### src/design/tec_pkg.sv
// Package for the extended timer compare scheduler.
// Holds the word types, operation codes, reset constants and masks; no dependencies.
package tec_pkg;

    localparam logic [1:0] OP_READ     = 2'd0;
    localparam logic [1:0] OP_SCHEDULE = 2'd1;
    localparam logic [1:0] OP_SERVICE  = 2'd2;

    localparam logic [63:0] IDLE_TICKS = 64'h000F_FFFF_FFFF_FFFF;
    localparam logic [31:0] HALF_FLAG  = 32'h8000_0000;
    localparam logic [31:0] ALL_ONES   = 32'hFFFF_FFFF;

    typedef struct packed {
        logic [1:0]  operation;
        logic [31:0] counter_first;
        logic [31:0] counter_second;
        logic [63:0] target_ticks;
    } t_item;

    typedef struct packed {
        logic [63:0] ticks;
        logic        force_interrupt;
        logic        match_written;
        logic [31:0] match_value;
        logic        callback_due;
    } t_result;

endpackage

### src/design/tec_core.sv
// Timer state and the single-pass compute for one word.
// Depends on tec_pkg for the word types, operation codes and constants.
module tec_core import tec_pkg::*; (
    input  logic    i_clk,
    input  logic    i_rst_n,
    input  logic    i_en,
    input  t_item   i_item,
    output t_result o_result
);

    logic [63:0] r_last_reading, n_last_reading;
    logic [63:0] r_next_target, n_next_target;
    logic [31:0] r_match_register, n_match_register;

    always_comb begin
        logic [31:0] hi, hc, lc, hr, lr, nc, d1, d2, c1, c2;
        logic [63:0] tk, lr64, tg;
        logic        f, wr, due, sched;

        c1 = i_item.counter_first;
        c2 = i_item.counter_second;
        hi = r_last_reading[63:32];
        if (((r_last_reading[31:0] ^ c1) & HALF_FLAG) != 32'd0 && c1[31] == 1'b0) begin
            hi = hi + 32'd1;
        end
        tk = {hi, c1};

        lr64  = r_last_reading;
        tg    = r_next_target;
        f     = 1'b0;
        wr    = 1'b0;
        due   = 1'b0;
        sched = 1'b0;
        nc    = r_match_register;
        n_match_register = r_match_register;

        unique case (i_item.operation)
            OP_SCHEDULE: begin
                sched = 1'b1;
                tg    = i_item.target_ticks;
            end
            OP_SERVICE: begin
                lr64 = tk;
                if (tk >= r_next_target) begin
                    due = 1'b1;
                end else begin
                    sched = 1'b1;
                end
            end
            default: begin
            end
        endcase

        if (sched) begin
            if (tg >= IDLE_TICKS && lr64 >= IDLE_TICKS) begin
                tg   = (tg > lr64) ? tg - lr64 : 64'd0;
                lr64 = 64'd0;
            end
        end

        hc = tg[63:32];
        lc = tg[31:0];
        hr = lr64[63:32];
        lr = lr64[31:0];
        d1 = 32'd0;
        d2 = 32'd0;

        if (sched) begin
            if (((lr ^ c1) & HALF_FLAG) != 32'd0) begin
                f = 1'b1;
            end else begin
                lr = c1;
                if (hc < hr) begin
                    f = 1'b1;
                end else if (hc == hr) begin
                    if (lc <= lr) begin
                        f = 1'b1;
                    end
                end else begin
                    lc = ALL_ONES;
                end
                if (!f) begin
                    nc = lr[31] ? 32'd0 : HALF_FLAG;
                    d1 = lc - lr;
                    d2 = nc - lr;
                    if (d1 != 32'd0 && d1[31] == 1'b0 && $signed(d1) < $signed(d2)) begin
                        nc = lc;
                    end
                    n_match_register = nc;
                    wr = 1'b1;
                    if (((nc - c2) & HALF_FLAG) != 32'd0) begin
                        f = 1'b1;
                    end
                end
            end
        end

        n_last_reading = lr64;
        n_next_target  = tg;

        o_result.ticks           = tk;
        o_result.force_interrupt = f;
        o_result.match_written   = wr;
        o_result.match_value     = n_match_register;
        o_result.callback_due    = due;
    end

    always_ff @(posedge i_clk) begin
        if (!i_rst_n) begin
            r_last_reading   <= 64'd0;
            r_next_target    <= IDLE_TICKS;
            r_match_register <= HALF_FLAG;
        end else if (i_en) begin
            r_last_reading   <= n_last_reading;
            r_next_target    <= n_next_target;
            r_match_register <= n_match_register;
        end
    end

endmodule

### src/design/timer_extend_and_compare_schedule.sv
// One word a cycle while the downstream does not stall: a word is held in the input
// register, passes through the compute of tec_core while the 64-bit timer state
// updates, and lands in the result register, from which it is shown; a new word is
// taken every cycle while results are drained, and the throughput is bounded only by
// the downstream stall. Results appear in order, one per accepted word.
// Depends on tec_pkg and tec_core.
module timer_extend_and_compare_schedule import tec_pkg::*; (
    input  logic        i_clk,
    input  logic        i_rst_n,
    input  logic        i_valid,
    output logic        o_stall,
    input  logic [1:0]  i_operation,
    input  logic [31:0] i_counter_first,
    input  logic [31:0] i_counter_second,
    input  logic [63:0] i_target_ticks,
    output logic        o_valid,
    input  logic        i_stall,
    output logic [63:0] o_ticks,
    output logic        o_force_interrupt,
    output logic        o_match_written,
    output logic [31:0] o_match_value,
    output logic        o_callback_due
);

    logic    r_in_valid, r_out_valid;
    t_item   r_in;
    t_result r_out, core_result;
    logic    out_load, in_load;

    assign out_load = r_in_valid && (!r_out_valid || !i_stall);
    assign o_stall  = r_in_valid && !out_load;
    assign in_load  = i_valid && !o_stall;

    tec_core u_core (
        .i_clk    (i_clk),
        .i_rst_n  (i_rst_n),
        .i_en     (out_load),
        .i_item   (r_in),
        .o_result (core_result)
    );

    always_ff @(posedge i_clk) begin
        if (!i_rst_n) begin
            r_in_valid  <= 1'b0;
            r_out_valid <= 1'b0;
        end else begin
            r_in_valid <= in_load || (r_in_valid && !out_load);
            if (out_load) begin
                r_out_valid <= 1'b1;
            end else if (!i_stall) begin
                r_out_valid <= 1'b0;
            end
        end
    end

    always_ff @(posedge i_clk) begin
        if (in_load) begin
            r_in.operation      <= i_operation;
            r_in.counter_first  <= i_counter_first;
            r_in.counter_second <= i_counter_second;
            r_in.target_ticks   <= i_target_ticks;
        end
        if (out_load) begin
            r_out <= core_result;
        end
    end

    assign o_valid           = r_out_valid;
    assign o_ticks           = r_out.ticks;
    assign o_force_interrupt = r_out.force_interrupt;
    assign o_match_written   = r_out.match_written;
    assign o_match_value     = r_out.match_value;
    assign o_callback_due    = r_out.callback_due;

endmodule

### config.mk
export PLATFORM = sky130hd
export DESIGN_NAME = timer_extend_and_compare_schedule
export DESIGN_NICKNAME = d
export VERILOG_FILES = /design/src/design/tec_pkg.sv /design/src/design/tec_core.sv /design/src/design/timer_extend_and_compare_schedule.sv
export SDC_FILE = /design/constraint.sdc
export NUM_CORES = 1
export LEC_CHECK = 0
export BUFFER_PORTS_ARGS = -buffer_cell sky130_fd_sc_hd__buf_2
export CORE_MARGIN = 1
export CORE_UTILIZATION = 30
export CTS_CLUSTER_SIZE = 8
export DETAILED_ROUTE_END_ITERATION = 8
export HOLD_SLACK_MARGIN = 0.12
export SYNTH_ARGS = -nofsm -noshare
export SYNTH_HDL_FRONTEND = slang
export SYNTH_HIERARCHICAL = 1
export SYNTH_SLANG_ARGS = --single-unit
### constraint.sdc
create_clock -name i_clk -period 13.1 [get_ports i_clk]
set_clock_uncertainty 0.05 [all_clocks]
set_input_delay 2.62 -clock i_clk [delete_from_list [all_inputs] [get_ports i_clk]]
set_output_delay 2.62 -clock i_clk [all_outputs]
set_load 0.01 [all_outputs]
* Word-level counts from Yosys, hierarchy flattened *
Index checks and enable logic that the tools add are counted.

word-level totals
  word-level logic and storage cells = 84
  register bits = 391
  input bits = 134
  output and inout bits = 101

cells by class
  $add $sub $neg = 5
  bitwise gates (word level) = 5
  order comparisons = 7
  reductions and logical operators = 15
  multiplexer cells = 34
  equal/unequal tests = 4

operators with widths
  operator               count
  $mux 64                7
  $mux 32                13
  $ge 64x52->1 const B   2
  $sub 32x32->32         3
  $ge 64x64->1           1
  $gt 64x64->1           1
  $lt 32x32->1           2
  $sub 64x64->64         1
  $xor 32x32->32         2
  $add 32x1->32 const B  1
  $eq 32x32->1           1
  $le 32x32->1           1
  $reduce_bool 32->1     1
  $mux 1                 13
  $logic_and 1x1->1      7
  $logic_not 1->1        4
  $not 1->1              3
  $eq 2x1->1 const B     1
  $eq 2x2->1 const B     1
  $logic_or 1x1->1       2
  $ne 2x1->1 const B     1
  $pmux 1 s2             1
  $reduce_or 2->1        1

* Logic depth before layout (Yosys ltp) *
Gate-level depths: netlist of run 1.

  depth after elaboration = 25
  gate-level depth with buffers = 72
  gate-level depth less buffers = 65

* Hierarchy *
Netlist of run 1, hierarchy kept.

by module, submodules not included
  module                             area an instance (um2)  cells each  instances  sequential area each (um2)
  tec_core                           21593.2                 3022        1          3203.1
  timer_extend_and_compare_schedule  6960.4                  237         1          6916.6

* Worst setup path before layout of run 1 *
OpenSTA, ideal clock, no wires.

  path kind = reg2reg
  from = reg r_in[129] (netlist bit)
  to = reg r_out (netlist bit o_force_interrupt) (data pin)
  arrival time = 13.716 ns
  path slack = -0.923 ns
  data required time = 12.792 ns
  cell stages (with the launch flop) = 69
  path buffers = 12
  setup time = 0.258 ns
  clock period less this slack = 14.023 ns
  cell sequence = edfxtp_1 > inv_1 > ha_1 > buf_1 > buf_2 > clkbuf_1 > buf_1 > clkbuf_1 > clkbuf_1 > mux2i_1 > inv_1 > ha_1 > nand4_1 > or4_1 > a311oi_1 > a211oi_1 > o211a_1 > a21o_1 > [... 33 more ...] > o21a_1 > a22oi_4 > buf_6 > a21oi_2 > ha_1 > a21o_1 > a21o_1 > a21o_1 > a21oi_1 > nor2b_1 > o21ai_0 > nand2b_1 > a21oi_1 > nor3_1 > a2111oi_0 > o21ai_0 > xnor2_1 > a21oi_1

between the ends
  longest elaborated chain between the ends = 23
  elaborated cells between the ends (all ways) = 42
  those cells by class = add/sub (3); order compare (6); eq/ne (3); mux (24); bitwise (2); reduce/logical (4)

RTL lines
  item                                                   line                                     text
  from (decl)                                            timer_extend_and_compare_schedule.sv:26  t_item r_in;
  $eq 2x1->1 / $eq 2x2->1 (equally long branches)        tec_core.sv:37                           unique case (i_item.operation)
  $mux 64                                                tec_core.sv:37
  $sub 64x64->64, or another cell as far along           tec_core.sv:56                           tg = (tg > lr64) ? tg - lr64 : 64'd0;
  $mux 64 / $logic_and 1x1->1 (equally long branches)    tec_core.sv:56, tec_core.sv:55
  $mux 64                                                tec_core.sv:55                           if (tg >= IDLE_TICKS && lr64 >= IDLE_TICKS) begin
  $mux 64 *                                              tec_core.sv:54                           if (sched) begin
  net u_core.n_next_target[49]                           tec_core.sv:12                           logic [63:0] r_next_target, n_next_target;
  branches (longest 15 deep; another with $lt 32x32->1)  --
  $mux 1 *                                               tec_core.sv:82                           if (!f) begin
  $mux 1 *                                               tec_core.sv:69                           if (((lr ^ c1) & HALF_FLAG) != 32'd0) begin
  to (signal assigned)                                   timer_extend_and_compare_schedule.sv:64  r_out <= core_result;
  to (decl)                                              timer_extend_and_compare_schedule.sv:27  t_result r_out, core_result;

Mark *: on every way through the listed nets, which the timed path passes. The select of a mux whose other input is x is not followed.
A chain may end at the register's enable or synchronous reset.

* Worst setup path after layout of run 1 *
  from = reg r_in[128] (netlist bit)
  to = reg r_out (netlist bit o_force_interrupt) (data pin)

The elaborated chain is that of the path after synthesis.

==> impl.org, run 1 <==
** Clock tree
- Clock-pin slew was measured on the worst setup and hold paths at 0.05 ns.
- CTS built an H-tree with a depth of 2.
- In this run, CTS created clock tree buffers numbering 57.
- CTS sink count :: between 300 and 400
- For the worst-skew pair, the clock arrives at the later sink with an insertion delay of between 0.6 and 0.7 ns.
- Number of hold buffers added after cts :: 0
- Counting along the longest clock path gives a buffer depth of 3.
- The cell sitting at the root of the clock tree is a sky130_fd_sc_hd__clkbuf_16.
- CTS tree :: yes

** Synthesis
- Cell with the most instances after synthesis :: sky130_fd_sc_hd__nand2_1
- The share of synthesized area in the top cell type comes to 24.1%.
- Averaged over all synthesized cells, the footprint is 8.76 µm².
- After synthesis, the share of flip-flops with an asynchronous set or reset is 0%.
- Synthesis produced a netlist with a net count of 3680.
- For this run, the register share of the synthesized area comes to a little over a third.
- In the synthesized netlist the dominant register cell turns out to be sky130_fd_sc_hd__edfxtp_1.
- After synthesis, the most frequently instantiated cells are sky130_fd_sc_hd__nand2_1 (364), sky130_fd_sc_hd__ha_1 (285), sky130_fd_sc_hd__nor2_1 (240).
- Synthesis produced 3259 cells.
- Counting flops and latches in the post-synthesis netlist gives 391.
- The Yosys step of the flow raised 6 warnings.
- Cell taking the most area after synthesis :: sky130_fd_sc_hd__edfxtp_1
- Largest cells by area after synthesis :: sky130_fd_sc_hd__edfxtp_1 (24%), sky130_fd_sc_hd__ha_1 (12%), sky130_fd_sc_hd__dfxtp_1 (11%)
- Synthesized area :: 0.0286 mm²
- Number of flops mapped to enable cells by yosys :: 229
- Yosys mapped the design onto 91 distinct sky130hd cell types.

** Global routing
- The number of antenna violations at the first check in global routing is 4.
- The first global-routing pass estimated between 150000 and 200000 µm of wire.
- For this run, global-route usage on met1 was measured as 31.8%.
- The via count of the first global-routing pass came to ~26000.
- Across every metal layer, demand over resource in global routing totals 22.6%.
- Global routing's busiest layer :: met2
- Met2 Use GR :: 35.4%
- Maximum number of pins on one net before global-route repair :: 131
- Met3 layer usage reported by global route :: approximately 3%
- Remaining global-route overflow :: 0

** Critical path
- At the worst endpoint, the required time is approximately 13 ns.
- STA puts the critical path data arrival time at ~13 ns.
- Critical path launch point type :: flop
- Cell at the slowest stage of the critical path :: sky130_fd_sc_hd__edfxtp_1
- STA classifies the critical path endpoint as a flop.
- The critical path is of the flop to flop type.
- Cell seen most often among critical-path stages :: sky130_fd_sc_hd__a21o_1
- In this design, the stage delay of the slowest critical-path cell is between 0.4 and 0.5 ns.
- The critical path contains buffers and inverters numbering 9 combined.
- Worst-path fanout max :: 16
- Delay-heaviest family, CP :: compound AO/OA/AOI/OAI gates

** Outcome
- Result of the run :: completed

** Power and ir drop
- Peak VDD IR :: 0.0986 mV
- The design draws 0.00414 W.
- For this design the static power due to leakage is 14.9 nW.
- Areal power density over the cells :: 117 mW/mm²

** Finish
- Sequential cell area :: 0.0101 mm²
- The filler cells instantiated in the layout total 9623.
- After routing the design area is about 0.035 mm².
- Cells with a size suffix above 1 make up 22.3% of the layout.
- From synthesis to final layout, the design area changed by 24.0%.
- Antenna Diode Count :: 0
- In the final layout, the multi-input gates occupy 0.0171 mm².
- For this run, the post-layout net count is 4153.

** Placed design
- Placed cell area :: 0.0330 mm²
- Gpl congestion :: 0.972
- Final HPWL from detailed placement :: slightly below 90000 µm
- Count of port buffers added during placement :: about 230

** Detailed routing
- Number of routed nets with antenna violations :: 0
- The routed design has 114000 µm of wire.
- Average wire per standard cell :: 22.6 µm
- The first routing iteration left ~2600 violations.
- Detailed-router iteration count before antenna repair :: 5
- After detailed routing, the number of remaining DRC violations is 0.
- Vias :: around 27000
- Dividing the detail-routed via count by the number of cells gives about 5.4.

** Worst hold path
- In this run the worst hold path is classified as flop to flop.

** STA
- Headroom to the max-slew limit :: a little under a quarter
- In the finished design, the share of the clock period the worst path needs comes to 96.4%.
- Final setup viols :: 0
- Total count of max-transition violations in the final report :: 0
- Tmin final :: 12.63 ns
- Final Hold Vio Count :: 0
- Based on the critical path, the design can be clocked at up to 0.0792 GHz.
- Slew at the pin with the worst max-slew slack :: 1.15 ns

** Floorplan
- Core Area :: 0.0937 mm²
- From bottom edge to top edge, the die measures between 300 and 400 µm.
- Die width :: 311 µm
- In this run the count of I/O pins placed on the die edge is 235.
- Site row count :: 112
- Initial Utilization :: 30.5%
- The die covers 0.0964 mm².

** Job
- Max-Cap Viols :: 0
worst reg2reg max path: cells and delay by family, from the launching register on:
kind            cells  cell delay [ns]
buf+inv             9             1.37
fa+ha+maj           6             1.72
compound gates     37             7.33
mux                 1             0.29
xor+xnor            3             0.49
simple gates        5             0.63
flops               1             0.44
flip-flops by register name (all words and copies together) (netlist names):
name                     flops
o_match_value               32
o_force_interrupt            1
r_in                       130
o_ticks                     64
o_valid                      1
u_core/r_match_register     32
o_callback_due               1
o_match_written              1
u_core/r_last_reading       64
u_core/r_next_target        64
r_in_valid                   1
what timing repair did:
item | 4_1_cts | 5_1_grt
buffers inserted | 9 | 18
cloned | 1 | 1
pin swaps | 7 | 24
setup endpoints to repair | 1 | 1
gates resized for setup | 21 | 73
per-layer routing:
| layer | part of all wire [%] | wire, µm |
|---|---|---|
| met5 | 0 | 0 |
| met4 | 3.8 | 4290 |
| met3 | 6.5 | 7350 |
| met2 | 44 | 49700 |
| met1 | 46 | 52200 |
cell type report:
class	count	area share, %
multi-input combinational	2450	48.3
sequential	391	28.6
clock buffer	97	4.57
inverter	237	2.52
clock inverter	6	0.237
tap	1254	4.43
timing repair buffer	595	11.3
kinds of logic (layout without fill, tap and decap cells):
family	count (synthesis)	in the layout	share of synthesized area, %
simple gates	1063	1064	18.1
compound gates	831	831	18.9
buf+inv	419	935	6.12
flops	391	391	35.4
fa+ha+maj	288	288	12.7
xor+xnor	173	173	5.31
mux	94	94	3.47
worst paths after layout:
path	depth (start not counted)	endpoint	from	slack, ns
worst min-delay path	2	u_core/r_match_register[6]	u_core/r_match_register[6]	0.40
worst max register to register	61	o_force_interrupt	r_in[128]	0.47
worst max-delay path	61	o_force_interrupt	r_in[128]	0.47
worst min register to register	2	u_core/r_match_register[6]	u_core/r_match_register[6]	0.40
layout by cell type (no fill, tap or decap), drive strengths merged, types with 14 or more instances in the layout:
master	n
a21oi	238
ha	285
a21o	75
edfxtp	229
mux2	40
nor4	37
and4	16
and2	14
a31oi	18
a22oi	53
nand4	103
nand2	365
or4	15
nand3	81
o21a	32
o21bai	17
a211oi	31
nor2	241
buf	593
o22ai	15
mux2i	54
nor2b	26
xor2	48
dfxtp	162
o211ai	41
xnor2	125
or2	18
and3	21
nand2b	36
clkbuf	99
nor3	53
inv	237
o21ai	194
metrics by stage:
stage	TNS (ns)	util, %	hold WS (ns)	worst slack, ns	std cells
after floorplan	0	-	0.384	0.0559	3259
after global placement	-0.675	35.3	0.389	-0.675	4898
after detailed placement	-0.776	35.3	0.395	-0.776	4898
after CTS	0	37.2	0.402	0.00528	5011
after global routing	-0.0540	37.8	0.414	-0.0540	5030
final	0	37.8	0.403	0.474	5030
report_power, final:
part           switching, W  internal [W]
Combinational      0.000745      0.000550
Sequential        0.0000432       0.00136
Clock              0.000596      0.000848
Power figures use the tool's default switching activity.
==> inputs of run 2 (changes only) <==
PLACE_DENSITY = 0.48   (was default)
==> run 2 against run 1 <==
- fmax up 0.73%
- routed wire length up 3.2%
- hold slack worse by 0.0038 ns
- global-route usage up 0.65 points
- combinational power up 9%
- critical path depth up 3
- flip-flop and latch count unchanged
- via count up 1.8%
- count of clock-buffer cells in the layout up 4
- clock power about the same
- die area unchanged
- critical path type unchanged
- largest cell class unchanged
- highest routed layer unchanged
==> impl.org, run 2 (synthesis gave the netlist of run 1 again) <==
** Floorplan
- Die width :: 311 µm (unchanged)
- Die outline height :: 311 µm (unchanged)
- Core Area :: 0.0937 mm² (unchanged)
- The area of the die is 0.0964 mm² (unchanged).
- The count of pins on the block boundary came to 235 (unchanged).
- Initial Utilization :: 30.5% (unchanged)
- The row count is 112 (unchanged).

** Clock tree
- Clk slew on worst S/H paths :: 0.06 ns (about the same)
- The number of buffers between clock root and the deepest sink was 3 (unchanged).
- Root buffer cell :: sky130_fd_sc_hd__clkbuf_16
- The count of clock tree sinks was 391 (unchanged).
- CTS tree :: yes
- Level count of the clock H-tree :: 2 (unchanged)
- Number of hold buffers added after cts :: 0 (unchanged)
- Worst skew pair latency :: 0.68 ns (about the same)
- The number of CTS-inserted buffers came to 57 (unchanged).

** Worst hold path
- The number of cells traversed by the worst hold path is 2 (unchanged).
- The path class of the tightest hold or removal check is flop to flop.
- Hold path startpoint :: u_core/r_match_register[3]
- Worst hold path endpoint :: u_core/r_match_register[3]

** Critical path
- For this design, the slowest cell found on the critical path is sky130_fd_sc_hd__or4b_2.
- The number of cells on the worst reg-to-reg path came to 64 (+4.9%).
- Critical R2R Capture :: o_force_interrupt
- The startpoint identified for the worst register-to-register timing path is r_in[129].
- The worst setup path is of the flop to flop kind.
- Data required time of the worst path :: 13.45 ns (+0.03 ns)
- The delay of the slowest cell on the worst path is 0.66 ns (+0.22 ns).
- The largest driver fanout on the critical path is 11 (-5).
- STA classifies the critical path startpoint as a flop.
- Kind of capture point of the worst setup path :: flop
- Setup slack of the most critical reg-to-reg path :: 0.57 ns (+0.09 ns)
- CP Data Arrival Time :: 12.89 ns (-0.05 ns)

** STA
- The final total negative setup slack was 0 ns (unchanged).
- Total count of max-transition violations in the final report :: 0 (unchanged)
- Headroom to the max-slew limit :: 31.5% (+7.8 points)
- Hold Slack :: 0.399 ns (-0.00377 ns)
- Maximum frequency from static timing analysis :: 0.0798 GHz (+0.73%)
- The actual transition at the worst max-transition pin came to 1.03 ns (-0.117 ns).
- Final Hold Vio Count :: 0 (unchanged)
- Crit share post-route :: 95.7% (-0.70 points)
- The time the final worst path needs with I/O delays and setup was 12.53 ns (-0.0920 ns).
- Final setup viols :: 0 (unchanged)

** Detailed routing
- DRC viols :: 0 (unchanged)
- Average wire per standard cell :: 22.3 µm (-1.1%)
- The number of routed nets with antenna violations was 0 (unchanged).
- Routed Wire Length :: 117000 µm (+3.2%)
- Vias :: 27456 (+1.8%)
- Detailed-router iteration count before antenna repair :: 5 (unchanged)
- The average vias per placed instance came to 5.23 (-2.4%).
- The number of violations reported at the end of detailed-routing iteration 0 is 2205 (-16%).

** Placed design
- Gpl congestion :: 0.958 (-1.4%)
- The cell count after placement came to 5101 (+4.1%).
- The half-perimeter wire length of the detailed placement result was 91800 µm (+4.8%).
- The count of buffers inserted at the top-level ports was 234 (unchanged).

** Job
- The number of max-capacitance violations reported came to 0 (unchanged).

** Power and ir drop
- The share of power burned in combinational logic was 33.0% (+1.8 points).
- The cell leakage power was 16.1 nW (+7.8%).
- Clk network pwr share :: 34.3% (-0.6 points)
- The internal power consumption came to 0.00285 W (+3.2%).
- The total power per unit cell area came to 114 mW/mm² (-2.4%).
- Switching power as a share of total power :: 33.4% (+0.044 points)
- Peak VDD IR :: 0.0962 mV (-2.5%)
- Sequential cell fraction of total power :: 32.7% (-1.2 points)
- The net load switching power came to 0.00143 W (+3.4%).

** Global routing
- The via count of the first global-routing pass came to 26169 (+1.5%).
- Remaining global-route overflow :: 0 (unchanged)
- Maximum number of pins on one net before global-route repair :: 178 (+36%)
- The global routing usage summed across all routing layers is 23.3% (+0.65 points).
- The first-pass GRT wire length was 170000 µm (+2.8%).
- Initial antenna violation count :: 0 (-4)

** Finish
- The post-layout net count is 4367 (+5.2%).
- The layout cell share with drive strength beyond 1 was 27.7% (+5.4 points).
- The library cells used most frequently in the layout, excluding fill and tap cells, are sky130_fd_sc_hd__buf_4 (558), sky130_fd_sc_hd__nand2_1 (361), sky130_fd_sc_hd__ha_1 (274), sky130_fd_sc_hd__buf_2 (234), sky130_fd_sc_hd__inv_1 (233).
- Area delta synth->final :: 31.2%
- The number of flip-flops in the largest register is 130 (unchanged).
- Counting flops per register, the top entry is r_in.
- Leading cell type in the layout, fill and taps excluded :: sky130_fd_sc_hd__buf_4
- The final non-filler cell total was 5248 (+4.3%).
- Post-Route Utilization :: 40.0% (+2.2 points)
- # fillers :: 9597 (-0.27%)

** Outcome
- The flow ran to the end, and the final reports show no timing, DRC or antenna violations.
==> run 2: metal layers <==
metal  up-vias  part of all wire (%)  track usage, %
met4         0                   2.4            6.48
met5         -                     0               0
li1      13217                     -               -
met1     13202                    48            33.6
met2       912                    44            36.3
met3       125                   5.9            2.60
==> run 2: layout make-up <==
type	count	area, µm²	area share [%]
flip-flops and latches	391	10100	27.0
repair buffers	810	5710	15.3
multi-input cells	2449	17400	46.5
well taps	1254	1570	4.19
clock inverters	5	75.1	0.200
inverters	237	893	2.39
diodes	1	2.50	0.00668
clock buffers	101	1660	4.44
==> run 2: power by group through the flow <==
stage	combinational [W]	sequential [W]	clock, W
CTS	0.00135	0.00140	0.00152
global route	0.00154	0.00140	0.00156
floorplan	0.000752	0.00142	0
finish	0.00141	0.00140	0.00147
global placement	0.00133	0.00142	0
detailed placement	0.00132	0.00142	0
==> run 2: per-stage QoR <==
| stage | power (W) | area [µm²] | worst slack [ns] |
|---|---|---|---|
| finish | 0.00428 | 37500 | 0.566 |
| global route | 0.00450 | 37500 | -0.0447 |
| CTS | 0.00427 | 36500 | 0.00187 |
| detailed placement | 0.00275 | 34600 | -0.668 |
| global placement | 0.00275 | 34600 | -0.636 |
| floorplan | 0.00218 | 28600 | 0.0559 |
==> run 2: how the worst max path moves through the flow <==
stage                                    from  cells past startpoint           endpoint
floorplan                           r_in[129]                     68  o_force_interrupt
global placement                    r_in[128]                     61  o_force_interrupt
detailed placement                  r_in[128]                     61  o_force_interrupt
CTS                                 r_in[128]                     67  o_force_interrupt
global route        u_core/r_last_reading[32]                     66  o_force_interrupt
finish                              r_in[129]                     64  o_force_interrupt
==> run 2: worst max-delay path, delay by kind of cell (launching register included) <==
family	cells	cell delay, ns
fa+ha+maj	6	1.67
simple gates	9	1.72
buf+inv	10	1.45
flops	1	0.40
compound gates	36	6.46
xor+xnor	3	0.48
==> run 2: what timing repair did <==
action,4_1_cts,5_1_grt
buffers inserted,3,33
setup endpoints to repair,1,1
pin swaps,5,45
gates resized for setup,28,144
cloned,0,4
